===== config.mk =====
export PLATFORM = sky130hd
export DESIGN_NAME = call_session_state_machine_flat
export DESIGN_NICKNAME = d
export VERILOG_FILES = /design/src/rtl/cssm_pkg.sv /design/src/rtl/cssm_if.sv /design/src/rtl/call_session_state_machine.sv /design/src/flat_wrapper.sv
export SDC_FILE = /design/constraint.sdc
export NUM_CORES = 1
export LEC_CHECK = 0
export BUFFER_PORTS_ARGS = -buffer_cell sky130_fd_sc_hd__buf_4
export CORE_MARGIN = 3
export CORE_UTILIZATION = 55
export CTS_BUF_LIST = sky130_fd_sc_hd__clkbuf_16
export CTS_CLUSTER_SIZE = 25
export DETAILED_ROUTE_END_ITERATION = 10
export GPL_TIMING_DRIVEN = 0
export PLACE_DENSITY = 0.79
export SLEW_MARGIN = 20
export SYNTH_ARGS = -nofsm -noshare
export SYNTH_HDL_FRONTEND = slang
export SYNTH_SLANG_ARGS = --single-unit

===== constraint.sdc =====
create_clock -name clk -period 7.4 [get_ports clk]
set_clock_uncertainty 0.1 [all_clocks]
set_input_delay 0.74 -clock clk [delete_from_list [all_inputs] [get_ports clk]]
set_output_delay 0.74 -clock clk [all_outputs]
set_load 0.03 [all_outputs]

===== src/rtl/cssm_pkg.sv =====
// ----------------------------------------------------------------------------
// cssm_pkg
// Shared event and action codes and the result word layout for the call
// session state machine.
// ----------------------------------------------------------------------------
package cssm_pkg;

  localparam int unsigned FUNC_W = 4;
  localparam int unsigned ID_W   = 32;
  localparam int unsigned ACT_W  = 3;
  localparam int unsigned PH_W   = 4;

  // event kinds
  localparam logic [FUNC_W-1:0] FUNC_INITIATE   = 4'd0;
  localparam logic [FUNC_W-1:0] FUNC_PLAY       = 4'd1;
  localparam logic [FUNC_W-1:0] FUNC_DROP_REQ   = 4'd2;
  localparam logic [FUNC_W-1:0] FUNC_INIT_RESP  = 4'd3;
  localparam logic [FUNC_W-1:0] FUNC_ERROR      = 4'd4;
  localparam logic [FUNC_W-1:0] FUNC_REJECT     = 4'd5;
  localparam logic [FUNC_W-1:0] FUNC_DIALING    = 4'd6;
  localparam logic [FUNC_W-1:0] FUNC_RINGING    = 4'd7;
  localparam logic [FUNC_W-1:0] FUNC_CONNECTED  = 4'd8;
  localparam logic [FUNC_W-1:0] FUNC_FAILED     = 4'd9;
  localparam logic [FUNC_W-1:0] FUNC_LOST       = 4'd10;
  localparam logic [FUNC_W-1:0] FUNC_DROP_RESP  = 4'd11;
  localparam logic [FUNC_W-1:0] FUNC_PLAY_RESP  = 4'd12;
  localparam logic [FUNC_W-1:0] FUNC_DTMF       = 4'd13;

  // actions
  localparam logic [ACT_W-1:0] ACT_NONE      = 3'd0;
  localparam logic [ACT_W-1:0] ACT_FWD       = 3'd1;
  localparam logic [ACT_W-1:0] ACT_APP       = 3'd2;
  localparam logic [ACT_W-1:0] ACT_DROP_REQ  = 3'd3;
  localparam logic [ACT_W-1:0] ACT_DROP_RESP = 3'd4;
  localparam logic [ACT_W-1:0] ACT_REJECT    = 3'd5;

  typedef struct packed {
    logic [ACT_W-1:0] action;
    logic [ID_W-1:0]  req_id;
    logic [ID_W-1:0]  call_id;
    logic [ID_W-1:0]  busy_with_id;
    logic             register_call;
    logic             protocol_error;
    logic [PH_W-1:0]  session_state;
    logic             completed;
  } result_t;

endpackage


===== src/rtl/cssm_if.sv =====
// ----------------------------------------------------------------------------
// cssm_if
// Valid/ready channels of the call session state machine: event words in,
// result words out.
// ----------------------------------------------------------------------------
interface cssm_evt_if;
  logic                       valid;
  logic                       ready;
  logic [cssm_pkg::FUNC_W-1:0] func;
  logic [cssm_pkg::ID_W-1:0]   req_id;
  logic [cssm_pkg::ID_W-1:0]   call_id;

  modport source (output valid, output func, output req_id, output call_id, input ready);
  modport sink   (input valid, input func, input req_id, input call_id, output ready);
endinterface

interface cssm_res_if;
  logic                       valid;
  logic                       ready;
  logic [cssm_pkg::ACT_W-1:0] action;
  logic [cssm_pkg::ID_W-1:0]  out_req_id;
  logic [cssm_pkg::ID_W-1:0]  out_call_id;
  logic [cssm_pkg::ID_W-1:0]  busy_with_id;
  logic                       register_call;
  logic                       protocol_error;
  logic [cssm_pkg::PH_W-1:0]  session_state;
  logic                       completed;

  modport source (output valid, output action, output out_req_id, output out_call_id,
                  output busy_with_id, output register_call, output protocol_error,
                  output session_state, output completed, input ready);
  modport sink   (input valid, input action, input out_req_id, input out_call_id,
                  input busy_with_id, input register_call, input protocol_error,
                  input session_state, input completed, output ready);
endinterface


===== src/rtl/call_session_state_machine.sv =====
// ----------------------------------------------------------------------------
// call_session_state_machine
// Call-control engine for one session: one event word in, one result word
// out, with next phase, action, identifiers and a protocol-error flag.
// ----------------------------------------------------------------------------
//  channel  | direction | handshake      | payload
//  in_ch    | in        | valid / ready  | func, req_id, call_id
//  out_ch   | out       | valid / ready  | action, ids, flags, session_state
//  cfg_*    | in        | cfg_wr_en      | cfg_wr_data = app_sink_enabled
//
//  One word per cycle sustained while out_ch takes each result word; an
//  event word passes the input register, then the result register. The phase
//  and pending-id update is a single pass of decode logic between those registers.
//  Reset (rst_n low, synchronous) puts the session in idle with no pending
//  id and enables the application sink.
//  A stalled result word holds the result register; the input register keeps
//  taking words until it is also full.
// ----------------------------------------------------------------------------
module call_session_state_machine (
  input  logic               clk,
  input  logic               rst_n,
  cssm_evt_if.sink           in_ch,
  cssm_res_if.source         out_ch,
  input  logic               cfg_wr_en,
  input  logic               cfg_wr_data
);

  typedef enum logic [cssm_pkg::PH_W-1:0] {
    PH_IDLE          = 4'd0,
    PH_WAIT_FREE     = 4'd1,
    PH_WAIT_INIT     = 4'd2,
    PH_WAIT_CONN     = 4'd3,
    PH_CONN          = 4'd4,
    PH_CONN_BUSY     = 4'd5,
    PH_WRONG_CONN    = 4'd6,
    PH_CXL_WAIT_INIT = 4'd7,
    PH_CXL_WAIT_CONN = 4'd8,
    PH_CXL_CONN      = 4'd9,
    PH_CXL_CONN_BUSY = 4'd10,
    PH_DONE          = 4'd11
  } phase_t;

  // input register
  logic                         in_v_r;
  logic [cssm_pkg::FUNC_W-1:0]  func_r;
  logic [cssm_pkg::ID_W-1:0]    rid_r;
  logic [cssm_pkg::ID_W-1:0]    cid_r;

  // session state
  phase_t                       phase_r;
  logic [cssm_pkg::ID_W-1:0]    pend_r;
  logic [cssm_pkg::ID_W-1:0]    call_r;
  logic                         app_en_r;

  // result register
  logic                         out_v_r;
  cssm_pkg::result_t            res_r;

  phase_t                       phase_nxt;
  logic [cssm_pkg::ID_W-1:0]    pend_nxt;
  logic [cssm_pkg::ID_W-1:0]    call_nxt;
  cssm_pkg::result_t            res_nxt;

  logic adv;
  logic in_take;

  assign adv     = in_v_r && (!out_v_r || out_ch.ready);
  assign in_take = in_ch.valid && in_ch.ready;
  assign in_ch.ready = !in_v_r || adv;

  // event decode
  always_comb begin
    logic                      can_set;
    logic                      can_take;
    logic                      resp_ok;
    logic                      err;
    logic [cssm_pkg::ACT_W-1:0] act;
    logic [cssm_pkg::ID_W-1:0]  orid;
    logic [cssm_pkg::ID_W-1:0]  ocid;
    logic [cssm_pkg::ID_W-1:0]  busy;
    logic                      reg_call;
    phase_t                    nph;

    can_set  = (pend_r == '0);
    can_take = (pend_r != '0);
    resp_ok  = can_take && (pend_r == rid_r);
    err      = 1'b0;
    act      = cssm_pkg::ACT_NONE;
    orid     = '0;
    ocid     = '0;
    busy     = '0;
    reg_call = 1'b0;
    nph      = phase_r;
    pend_nxt = pend_r;
    call_nxt = call_r;

    unique case (func_r)
      cssm_pkg::FUNC_INITIATE: begin
        if (phase_r == PH_IDLE && can_set) begin
          pend_nxt = rid_r; act = cssm_pkg::ACT_FWD; orid = rid_r; nph = PH_WAIT_INIT;
        end else err = 1'b1;
      end
      cssm_pkg::FUNC_PLAY: begin
        if (phase_r == PH_CONN && can_set) begin
          pend_nxt = rid_r; act = cssm_pkg::ACT_FWD; orid = rid_r; nph = PH_CONN_BUSY;
        end else if (phase_r == PH_CONN_BUSY) begin
          act = cssm_pkg::ACT_REJECT; orid = rid_r; busy = pend_r;
        end else err = 1'b1;
      end
      cssm_pkg::FUNC_DROP_REQ: begin
        if (phase_r == PH_IDLE || phase_r == PH_WAIT_FREE) begin
          act = cssm_pkg::ACT_DROP_RESP; orid = rid_r; nph = PH_DONE;
        end else if (phase_r == PH_WAIT_INIT && can_set) begin
          pend_nxt = rid_r; nph = PH_CXL_WAIT_INIT;
        end else if ((phase_r == PH_WAIT_CONN || phase_r == PH_CONN ||
                      phase_r == PH_CONN_BUSY) && can_set) begin
          pend_nxt = rid_r; act = cssm_pkg::ACT_FWD; orid = rid_r;
          nph = (phase_r == PH_WAIT_CONN) ? PH_CXL_WAIT_CONN :
                (phase_r == PH_CONN)      ? PH_CXL_CONN : PH_CXL_CONN_BUSY;
        end else err = 1'b1;
      end
      cssm_pkg::FUNC_INIT_RESP: begin
        if (phase_r == PH_WAIT_INIT && resp_ok) begin
          pend_nxt = '0; act = cssm_pkg::ACT_APP; orid = rid_r; call_nxt = cid_r;
          reg_call = 1'b1; ocid = cid_r; nph = PH_WAIT_CONN;
        end else if (phase_r == PH_CXL_WAIT_INIT && can_take) begin
          // cancelled before the response: tear the call down right away
          call_nxt = cid_r; act = cssm_pkg::ACT_DROP_REQ; orid = pend_r;
          ocid = cid_r; pend_nxt = '0; nph = PH_CXL_WAIT_CONN;
        end else err = 1'b1;
      end
      cssm_pkg::FUNC_ERROR: begin
        if (phase_r == PH_WAIT_INIT || phase_r == PH_CXL_WAIT_INIT) begin
          act = cssm_pkg::ACT_APP; orid = rid_r; nph = PH_DONE;
        end else if (phase_r == PH_CXL_CONN_BUSY) begin
          nph = PH_CXL_CONN;
        end else if (phase_r == PH_CONN_BUSY && resp_ok) begin
          pend_nxt = '0; act = cssm_pkg::ACT_APP; orid = rid_r; nph = PH_CONN;
        end else err = 1'b1;
      end
      cssm_pkg::FUNC_REJECT: begin
        if (phase_r == PH_WAIT_INIT && resp_ok) begin
          pend_nxt = '0; act = cssm_pkg::ACT_APP; orid = rid_r; nph = PH_DONE;
        end else if (phase_r == PH_CXL_WAIT_INIT) begin
          act = cssm_pkg::ACT_APP; orid = rid_r; nph = PH_DONE;
        end else err = 1'b1;
      end
      cssm_pkg::FUNC_DIALING, cssm_pkg::FUNC_RINGING: begin
        if (!(phase_r == PH_WAIT_CONN || phase_r == PH_CXL_WAIT_CONN)) err = 1'b1;
      end
      cssm_pkg::FUNC_CONNECTED: begin
        if (phase_r == PH_WAIT_CONN) begin
          act = cssm_pkg::ACT_APP; orid = rid_r; nph = PH_CONN;
        end else if (phase_r == PH_CXL_WAIT_CONN) begin
          nph = PH_WRONG_CONN;
        end else err = 1'b1;
      end
      cssm_pkg::FUNC_FAILED: begin
        if (phase_r == PH_WAIT_CONN) begin
          act = cssm_pkg::ACT_APP; orid = rid_r; nph = PH_DONE;
        end else if (phase_r == PH_CXL_WAIT_CONN && can_take) begin
          act = cssm_pkg::ACT_DROP_RESP; orid = pend_r; pend_nxt = '0; nph = PH_DONE;
        end else err = 1'b1;
      end
      cssm_pkg::FUNC_LOST: begin
        if (phase_r == PH_CONN || phase_r == PH_CONN_BUSY) begin
          act = cssm_pkg::ACT_APP; orid = rid_r; nph = PH_DONE;
        end else if ((phase_r == PH_CXL_CONN || phase_r == PH_CXL_CONN_BUSY ||
                      phase_r == PH_WRONG_CONN) && can_take) begin
          act = cssm_pkg::ACT_DROP_RESP; orid = pend_r; pend_nxt = '0; nph = PH_DONE;
        end else err = 1'b1;
      end
      cssm_pkg::FUNC_DROP_RESP: begin
        if (phase_r == PH_CXL_WAIT_INIT) begin
          act = cssm_pkg::ACT_APP; orid = rid_r; nph = PH_DONE;
        end else if ((phase_r == PH_WRONG_CONN || phase_r == PH_CXL_WAIT_CONN ||
                      phase_r == PH_CXL_CONN || phase_r == PH_CXL_CONN_BUSY) &&
                     resp_ok) begin
          pend_nxt = '0; act = cssm_pkg::ACT_APP; orid = rid_r; nph = PH_DONE;
        end else err = 1'b1;
      end
      cssm_pkg::FUNC_PLAY_RESP: begin
        if (phase_r == PH_CONN_BUSY && resp_ok) begin
          pend_nxt = '0; act = cssm_pkg::ACT_APP; orid = rid_r; nph = PH_CONN;
        end else if (phase_r == PH_CXL_CONN_BUSY) begin
          nph = PH_CXL_CONN;
        end else err = 1'b1;
      end
      cssm_pkg::FUNC_DTMF: begin
        if (phase_r == PH_CONN || phase_r == PH_CONN_BUSY) begin
          act = cssm_pkg::ACT_APP; orid = rid_r;
        end else if (!(phase_r == PH_CXL_CONN || phase_r == PH_CXL_CONN_BUSY ||
                       phase_r == PH_WRONG_CONN)) begin
          err = 1'b1;
        end
      end
      default: err = 1'b1;
    endcase

    if (err) begin
      act      = cssm_pkg::ACT_NONE;
      orid     = '0;
      ocid     = '0;
      busy     = '0;
      reg_call = 1'b0;
      nph      = phase_r;
      pend_nxt = pend_r;
      call_nxt = call_r;
    end else if (!app_en_r && (act == cssm_pkg::ACT_APP || act == cssm_pkg::ACT_DROP_RESP ||
                               act == cssm_pkg::ACT_REJECT)) begin
      // application sink off: clear the action, request id and busy id; keep the state update
      act  = cssm_pkg::ACT_NONE;
      orid = '0;
      busy = '0;
    end

    phase_nxt              = nph;
    res_nxt.action         = act;
    res_nxt.req_id         = orid;
    res_nxt.call_id        = ocid;
    res_nxt.busy_with_id   = busy;
    res_nxt.register_call  = reg_call;
    res_nxt.protocol_error = err;
    res_nxt.session_state  = nph;
    res_nxt.completed      = (nph == PH_DONE);
  end

  always_ff @(posedge clk) begin
    if (!rst_n) begin
      in_v_r   <= 1'b0;
      out_v_r  <= 1'b0;
      phase_r  <= PH_IDLE;
      pend_r   <= '0;
      call_r   <= '0;
      app_en_r <= 1'b1;
    end else begin
      if (cfg_wr_en) app_en_r <= cfg_wr_data;
      if (in_take) begin
        in_v_r <= 1'b1;
        func_r <= in_ch.func;
        rid_r  <= in_ch.req_id;
        cid_r  <= in_ch.call_id;
      end else if (adv) begin
        in_v_r <= 1'b0;
      end
      if (adv) begin
        out_v_r <= 1'b1;
        res_r   <= res_nxt;
        phase_r <= phase_nxt;
        pend_r  <= pend_nxt;
        call_r  <= call_nxt;
      end else if (out_ch.ready) begin
        out_v_r <= 1'b0;
      end
    end
  end

  assign out_ch.valid          = out_v_r;
  assign out_ch.action         = res_r.action;
  assign out_ch.out_req_id     = res_r.req_id;
  assign out_ch.out_call_id    = res_r.call_id;
  assign out_ch.busy_with_id   = res_r.busy_with_id;
  assign out_ch.register_call  = res_r.register_call;
  assign out_ch.protocol_error = res_r.protocol_error;
  assign out_ch.session_state  = res_r.session_state;
  assign out_ch.completed      = res_r.completed;

  a_err_no_effect: assert property (@(posedge clk) disable iff (!rst_n)
    (adv && res_nxt.protocol_error) |=> (phase_r == $past(phase_r)) &&
                                        (pend_r == $past(pend_r)))
    else $error("protocol error changed session state");

  a_err_quiet: assert property (@(posedge clk) disable iff (!rst_n)
    (out_v_r && res_r.protocol_error) |-> (res_r.action == cssm_pkg::ACT_NONE) &&
                                          !res_r.register_call)
    else $error("protocol error word carries an action");

  a_done_sticks: assert property (@(posedge clk) disable iff (!rst_n)
    (phase_r == PH_DONE) |=> (phase_r == PH_DONE))
    else $error("session left the done phase");

  a_state_tracks: assert property (@(posedge clk) disable iff (!rst_n)
    adv |=> (res_r.session_state == phase_r) &&
            (res_r.completed == (phase_r == PH_DONE)))
    else $error("result phase differs from session phase");

endmodule


===== src/flat_wrapper.sv =====
// flat-port wrapper written by rule: the top's interface ports become plain ports
module call_session_state_machine_flat 
  (clk, rst_n, cfg_wr_en, cfg_wr_data, in_ch_valid, in_ch_func, in_ch_req_id, in_ch_call_id, in_ch_ready, out_ch_valid, out_ch_action, out_ch_out_req_id, out_ch_out_call_id, out_ch_busy_with_id, out_ch_register_call, out_ch_protocol_error, out_ch_session_state, out_ch_completed, out_ch_ready);
  cssm_evt_if in_ch_i ();
  cssm_res_if out_ch_i ();
  input  logic clk;
  input  logic rst_n;
  input  logic cfg_wr_en;
  input  logic cfg_wr_data;
  input wire logic [$bits(in_ch_i.valid)-1:0] in_ch_valid;
  input wire logic [$bits(in_ch_i.func)-1:0] in_ch_func;
  input wire logic [$bits(in_ch_i.req_id)-1:0] in_ch_req_id;
  input wire logic [$bits(in_ch_i.call_id)-1:0] in_ch_call_id;
  output wire logic [$bits(in_ch_i.ready)-1:0] in_ch_ready;
  output wire logic [$bits(out_ch_i.valid)-1:0] out_ch_valid;
  output wire logic [$bits(out_ch_i.action)-1:0] out_ch_action;
  output wire logic [$bits(out_ch_i.out_req_id)-1:0] out_ch_out_req_id;
  output wire logic [$bits(out_ch_i.out_call_id)-1:0] out_ch_out_call_id;
  output wire logic [$bits(out_ch_i.busy_with_id)-1:0] out_ch_busy_with_id;
  output wire logic [$bits(out_ch_i.register_call)-1:0] out_ch_register_call;
  output wire logic [$bits(out_ch_i.protocol_error)-1:0] out_ch_protocol_error;
  output wire logic [$bits(out_ch_i.session_state)-1:0] out_ch_session_state;
  output wire logic [$bits(out_ch_i.completed)-1:0] out_ch_completed;
  input wire logic [$bits(out_ch_i.ready)-1:0] out_ch_ready;
  assign in_ch_i.valid = in_ch_valid;
  assign in_ch_i.func = in_ch_func;
  assign in_ch_i.req_id = in_ch_req_id;
  assign in_ch_i.call_id = in_ch_call_id;
  assign in_ch_ready = in_ch_i.ready;
  assign out_ch_valid = out_ch_i.valid;
  assign out_ch_action = out_ch_i.action;
  assign out_ch_out_req_id = out_ch_i.out_req_id;
  assign out_ch_out_call_id = out_ch_i.out_call_id;
  assign out_ch_busy_with_id = out_ch_i.busy_with_id;
  assign out_ch_register_call = out_ch_i.register_call;
  assign out_ch_protocol_error = out_ch_i.protocol_error;
  assign out_ch_session_state = out_ch_i.session_state;
  assign out_ch_completed = out_ch_i.completed;
  assign out_ch_i.ready = out_ch_ready;
  call_session_state_machine u_core (.clk(clk), .rst_n(rst_n), .in_ch(in_ch_i), .out_ch(out_ch_i), .cfg_wr_en(cfg_wr_en), .cfg_wr_data(cfg_wr_data));
endmodule

* Word level (Yosys, flattened, before mapping)
Cells that the tools add are included.
** Operators by class
- Add/subtract/negate cells :: 0
- Multiply operators :: 0
- Divide/modulo/power cells :: 0
- Magnitude comparators :: 0
- Equality and inequality tests :: 42
- Shift-type cells :: 0
- Multiplexer cells :: 122
- Bitwise gates (word level) :: 4
- Reduce and logical (&&, ||, !) cells :: 46
** Operators by type and width (number)
- 2-to-1 mux 32 bit :: 40
- case mux 32 bit (12 select lines) :: 1
- case mux 32 bit (10 select lines) :: 1
- 2-to-1 mux 4 bit :: 24
- case mux 4 bit (11 select lines) :: 1
- == test 4 bit, second input constant :: 10
- 2-to-1 mux 3 bit :: 13
- case mux 3 bit (12 select lines) :: 1
- 2-to-1 mux 1 bit :: 33
- == test 32 bit :: 1
- == test 4 x 3 -> 1 bit, second input constant :: 8
- logical NOT 32 bit :: 1
- nonzero test 32 bit :: 1
- AND reduction 17 bit :: 1
- == test 4 x 2 -> 1 bit, second input constant :: 4
- logical OR 1 bit :: 15
- logical AND 1 bit :: 14
- 2-to-1 mux 2 bit :: 7
- case mux 1 bit (13 select lines) :: 1
- inequality test 2 x 1 -> 1 bit, second input constant :: 6
- inequality test 2 bit, second input constant :: 6
- nonzero test 10 bit :: 1
- == test 4 x 1 -> 1 bit, second input constant :: 2
- logical NOT 4 bit :: 2
- 9 further kinds :: 20
** Word-level totals
- Register bits after elaboration :: 213
- Latch bits :: 0
- Bits in writable memories :: 0
- Bits in read-only memories :: 0
- Input port bits :: 74
- Output and inout bits :: 108
- Memories kept :: 0

* Logic depth before layout (Yosys ltp)
- Depth in word-level cells :: 13
- Mapped depth :: 13
- Mapped depth without buffers :: 10

* Worst setup path before layout
No wires, ideal clock.
- Path type :: input to register
- Start :: input out_ch_ready
- End :: register u_core.res_r (netlist bit u_core.out_ch.action[0]), enable pin
- Setup time :: 0.572 ns
- Arrival :: 5.407 ns
- Data required time :: 6.728 ns
- Slack :: 1.321 ns
- Stages :: 3
- Buffers on the path :: 0
- Cells stage by stage :: nor2b_1 -> nand2b_1 -> nor2_1
** On the way
- Longest elaborated chain between the ends :: 3
** RTL lines
- start: declaration :: line flat_wrapper.sv:24 : input wire logic [$bits(out_ch_i.ready)-1:0] out_ch_ready;
- logical OR 1 bit :: line call_session_state_machine.sv:67 : assign adv = in_v_r && (!out_v_r || out_ch.ready);
- logical AND 1 bit :: line call_session_state_machine.sv:67
- AND reduction 2 bit (no source line)
- end signal: assignment :: line call_session_state_machine.sv:248 : res_r <= res_nxt;
- end: declaration :: line call_session_state_machine.sv:57 : cssm_pkg::result_t res_r;
Every way passes these cells.
A chain may end at the register's enable or synchronous reset.

==> run_results.csv <==
group,metric,value,unit
sta,rsz0062_at_grt,"no",
setup_path,timing.critical_path.required,7670,ps
clock_tree,ctsHoldBuffers,0,
floorplanning,initial_utilization,0.565,
logic_synthesis,synth_xor_area_frac,0.0316,
grt,globalRouteTotalUtil,0.280,
logic_synthesis,synth_fa_ha_area_frac,0,
floorplanning,fp.dieW,137,um
grt,first_global_vias,7036,
grt,grt_start_max_net_pins,42,
setup_path,critical_path.startpoint_type,"flop",
placement,dp_cells,1202,
grt,global_route_wire_length_before_repair,40000,um
logic_synthesis,postSynthRegisterBits,213,
placement,count_of_input_and_output_buffers,181,
clock_tree,ctsResizeCount,0,
setup_path,timing.reg2reg.setup_slack,3170,ps
pwr,pwr_density,225,mW/mm^2
logic_synthesis,combinational_family_with_the_most_area_after_synthesis,"simple AND/OR/NAND/NOR gates",
setup_path,timing.critical_path.fanout_max,10,
final_layout,fin_nets,1081,
sta,slew_viol_final,0,
placement,detailed_place_hpwl,19600,um
final_layout,post-route-util,0.715,
logic_synthesis,seq_area_frac_synth,0.637,
clock_tree,clock_insertion_delay_worst_skew,520,ps
detailed_routing,firstDrtPassIters,5,
detailed_routing,route.antenna.remaining_nets,0,
clock_tree,post-cts-setup-buffers,0,
floorplanning,placement_rows,47,
logic_synthesis,syn_nets,870,
grt,globalRoute.totalOverflow,0,
worst_hold_path,timing.hold.worst.class,"in2reg",
clock_tree,cts.path.max_buffers,3,
floorplanning,placeableCoreArea,0.0167,sq mm
job,maxCapViolations,0,
setup_path,timing_worst_setup_path_type,"reg2reg",
logic_synthesis,synth_simple_gate_area_frac,0.185,
sta,relative_slew_margins,0.387,
floorplanning,die-height,137,um
placement,gp_routability_congestion,0.969,
logic_synthesis,avgSynthCellArea,11.8,sq um
setup_path,critical_path_data_arrival_time,4500,ps
pwr,p_leak,4.67,nW
logic_synthesis,synth_compound_gate_area_share,0.114,
setup_path,critical_path.endpoint_type,"flop",
final_layout,layout_commonest_cell,"buf_4",
logic_synthesis,synthCells,796,
sta,final_period_minus_worst_setup_slack,4230,ps
logic_synthesis,synth.cell_area,0.00943,sq mm
clock_tree,cts_root_buf,"clkbuf_16",
clock_tree,deepest_level_of_the_cts_h_tree,1,
pwr,max-vdd-ir-drop,0.000215,V
clock_tree,cts_tree,"built",
sta,finalSetupViolCount,0,
final_layout,area_growth_syn_to_layout,26.6,%
detailed_routing,routedWlPerCell,21.6,um
detailed_routing,route.detailed.vias_per_inst,5.98,
floorplanning,die-area,0.0188,sq mm
clock_tree,clk_transition_reported_paths,60,ps
clock_tree,cts_num_sinks,213,
logic_synthesis,async_reset_ff_frac,0,
sta,fin_setup_tns,0,ps
grt,grt_antenna_before_repair,0,
sta,timing_worst_slew_pin_value,912,ps
detailed_routing,drt_first_iter_violations,889,
sta,timing.fmax,237,MHz
logic_synthesis,proportion_of_synthesized_area_in_mux_cells,0.00425,
outcome,run_status,"completed",
final_layout,drive_above_1_share,0.241,
detailed_routing,post-route-drc-count,0,
logic_synthesis,ys.warnings.count,0,
clock_tree,cts_inserted_buffers,23,
logic_synthesis,synth_cell_type_count,59,
detailed_routing,vias,7435,
logic_synthesis,synthFlopType,"edfxtp_1",
final_layout,most-common-layout-cells,"buf_4 (181), edfxtp_1 (174), nor2_1 (71)",
sta,hold_violations,0,
detailed_routing,drt_wirelength,26800,um
sta,period_share,0.571,
logic_synthesis,synth_edf_count,174,
final_layout,instances_no_fill,1244,
floorplanning,boundaryPins,182,
final_layout,antennaDiodeCount,0,
-- metal layers --
metal | routed length [um] | share of wire | track usage | vias to the layer above
li1 | - | - | - | 3401
met3 | 2390 | 0.089 | 0.0588 | 69
met2 | 13100 | 0.49 | 0.452 | 410
met1 | 10400 | 0.39 | 0.374 | 3555
met4 | 1010 | 0.038 | 0.109 | 0
met5 | 0 | 0 | 0 | -
-- synth_stat cells, types with 17 or more instances --
| cell | instances | area [sq um] |
|---|---|---|
| xor2_1 | 33 | 289 |
| o21ai_0 | 17 | 85.1 |
| clkbuf_1 | 41 | 154 |
| and3_1 | 34 | 213 |
| dfxtp_1 | 39 | 781 |
| a22oi_1 | 34 | 255 |
| a21oi_1 | 63 | 315 |
| edfxtp_1 | 174 | 5230 |
| and2_1 | 35 | 219 |
| nand2b_1 | 42 | 263 |
| nand3_1 | 43 | 215 |
| nor2_1 | 72 | 270 |
| nand2_1 | 32 | 120 |
-- through the flow --
step	cell area, sq um	hold slack, ps	total power [mW]	worst slack [ps]
floorplan	9430	387	1.48	1320
detailed placement	11200	401	1.58	3310
finish	11900	291	2.68	3170
global placement	11100	399	1.57	-860
global route	11900	268	2.76	2910
CTS	11900	276	2.69	3280
-- sequential cells by signal (all words and copies together), names as in the netlist, 3 cells and up --
name / cells
u_core.out_ch.action: 3
u_core.phase_r: 4
u_core.func_r: 4
u_core.out_ch.session_state: 4
u_core.pend_r: 32
u_core.out_ch.out_call_id: 32
u_core.out_ch.out_req_id: 32
u_core.cid_r: 32
u_core.rid_r: 32
u_core.out_ch.busy_with_id: 32
-- critical path: stages, from the launching register on --
cell and delay (ps):
dfxtp_1 360, nor4_1 340, nand2_1 180, or4_1 550, clkbuf_1 290, mux2i_1 200, a211o_1 380, a31oi_4 240
nand2_4 110, nor4_4 700, clkbuf_1 400, nand2b_1 160, a21oi_1 70
-- power breakdown --
group,internal [mW],switching [mW],total [mW]
logic,0.0765,0.136,0.212
clock network,0.648,0.479,1.13
registers,1.33,0.0162,1.34
total,2.05,0.631,2.68
-- kinds of logic after synthesis --
kind of cell           Yosys count
multiplexers                     4
XOR/XNOR                        34
AO/OA/AOI/OAI                  164
buffers and inverters           62
flip-flops                     213
AND/OR/NAND/NOR                319
-- path summary, 6_finish.rpt --
| path | from | endpoint | cells past startpoint |
|---|---|---|---|
| setup reg to reg | u_core.pend_r[16] | u_core.pend_r[20] | 12 |
| hold reg to reg | u_core.cid_r[8] | u_core.out_ch.out_call_id[8] | 1 |
| hold / removal | in_ch_call_id[3] | u_core.cid_r[3] | 1 |
| setup / recovery | u_core.pend_r[16] | u_core.pend_r[20] | 12 |
-- cell type report --
class	instances	area, sq um
tap	220	275
multi-input combinational	521	3170
fill	1151	4760
inverter	9	33.8
clock inverter	19	174
sequential	213	6010
timing repair buffer	186	1470
clock buffer	23	576
buffer	53	233
(Power assumes the default switching activity.)
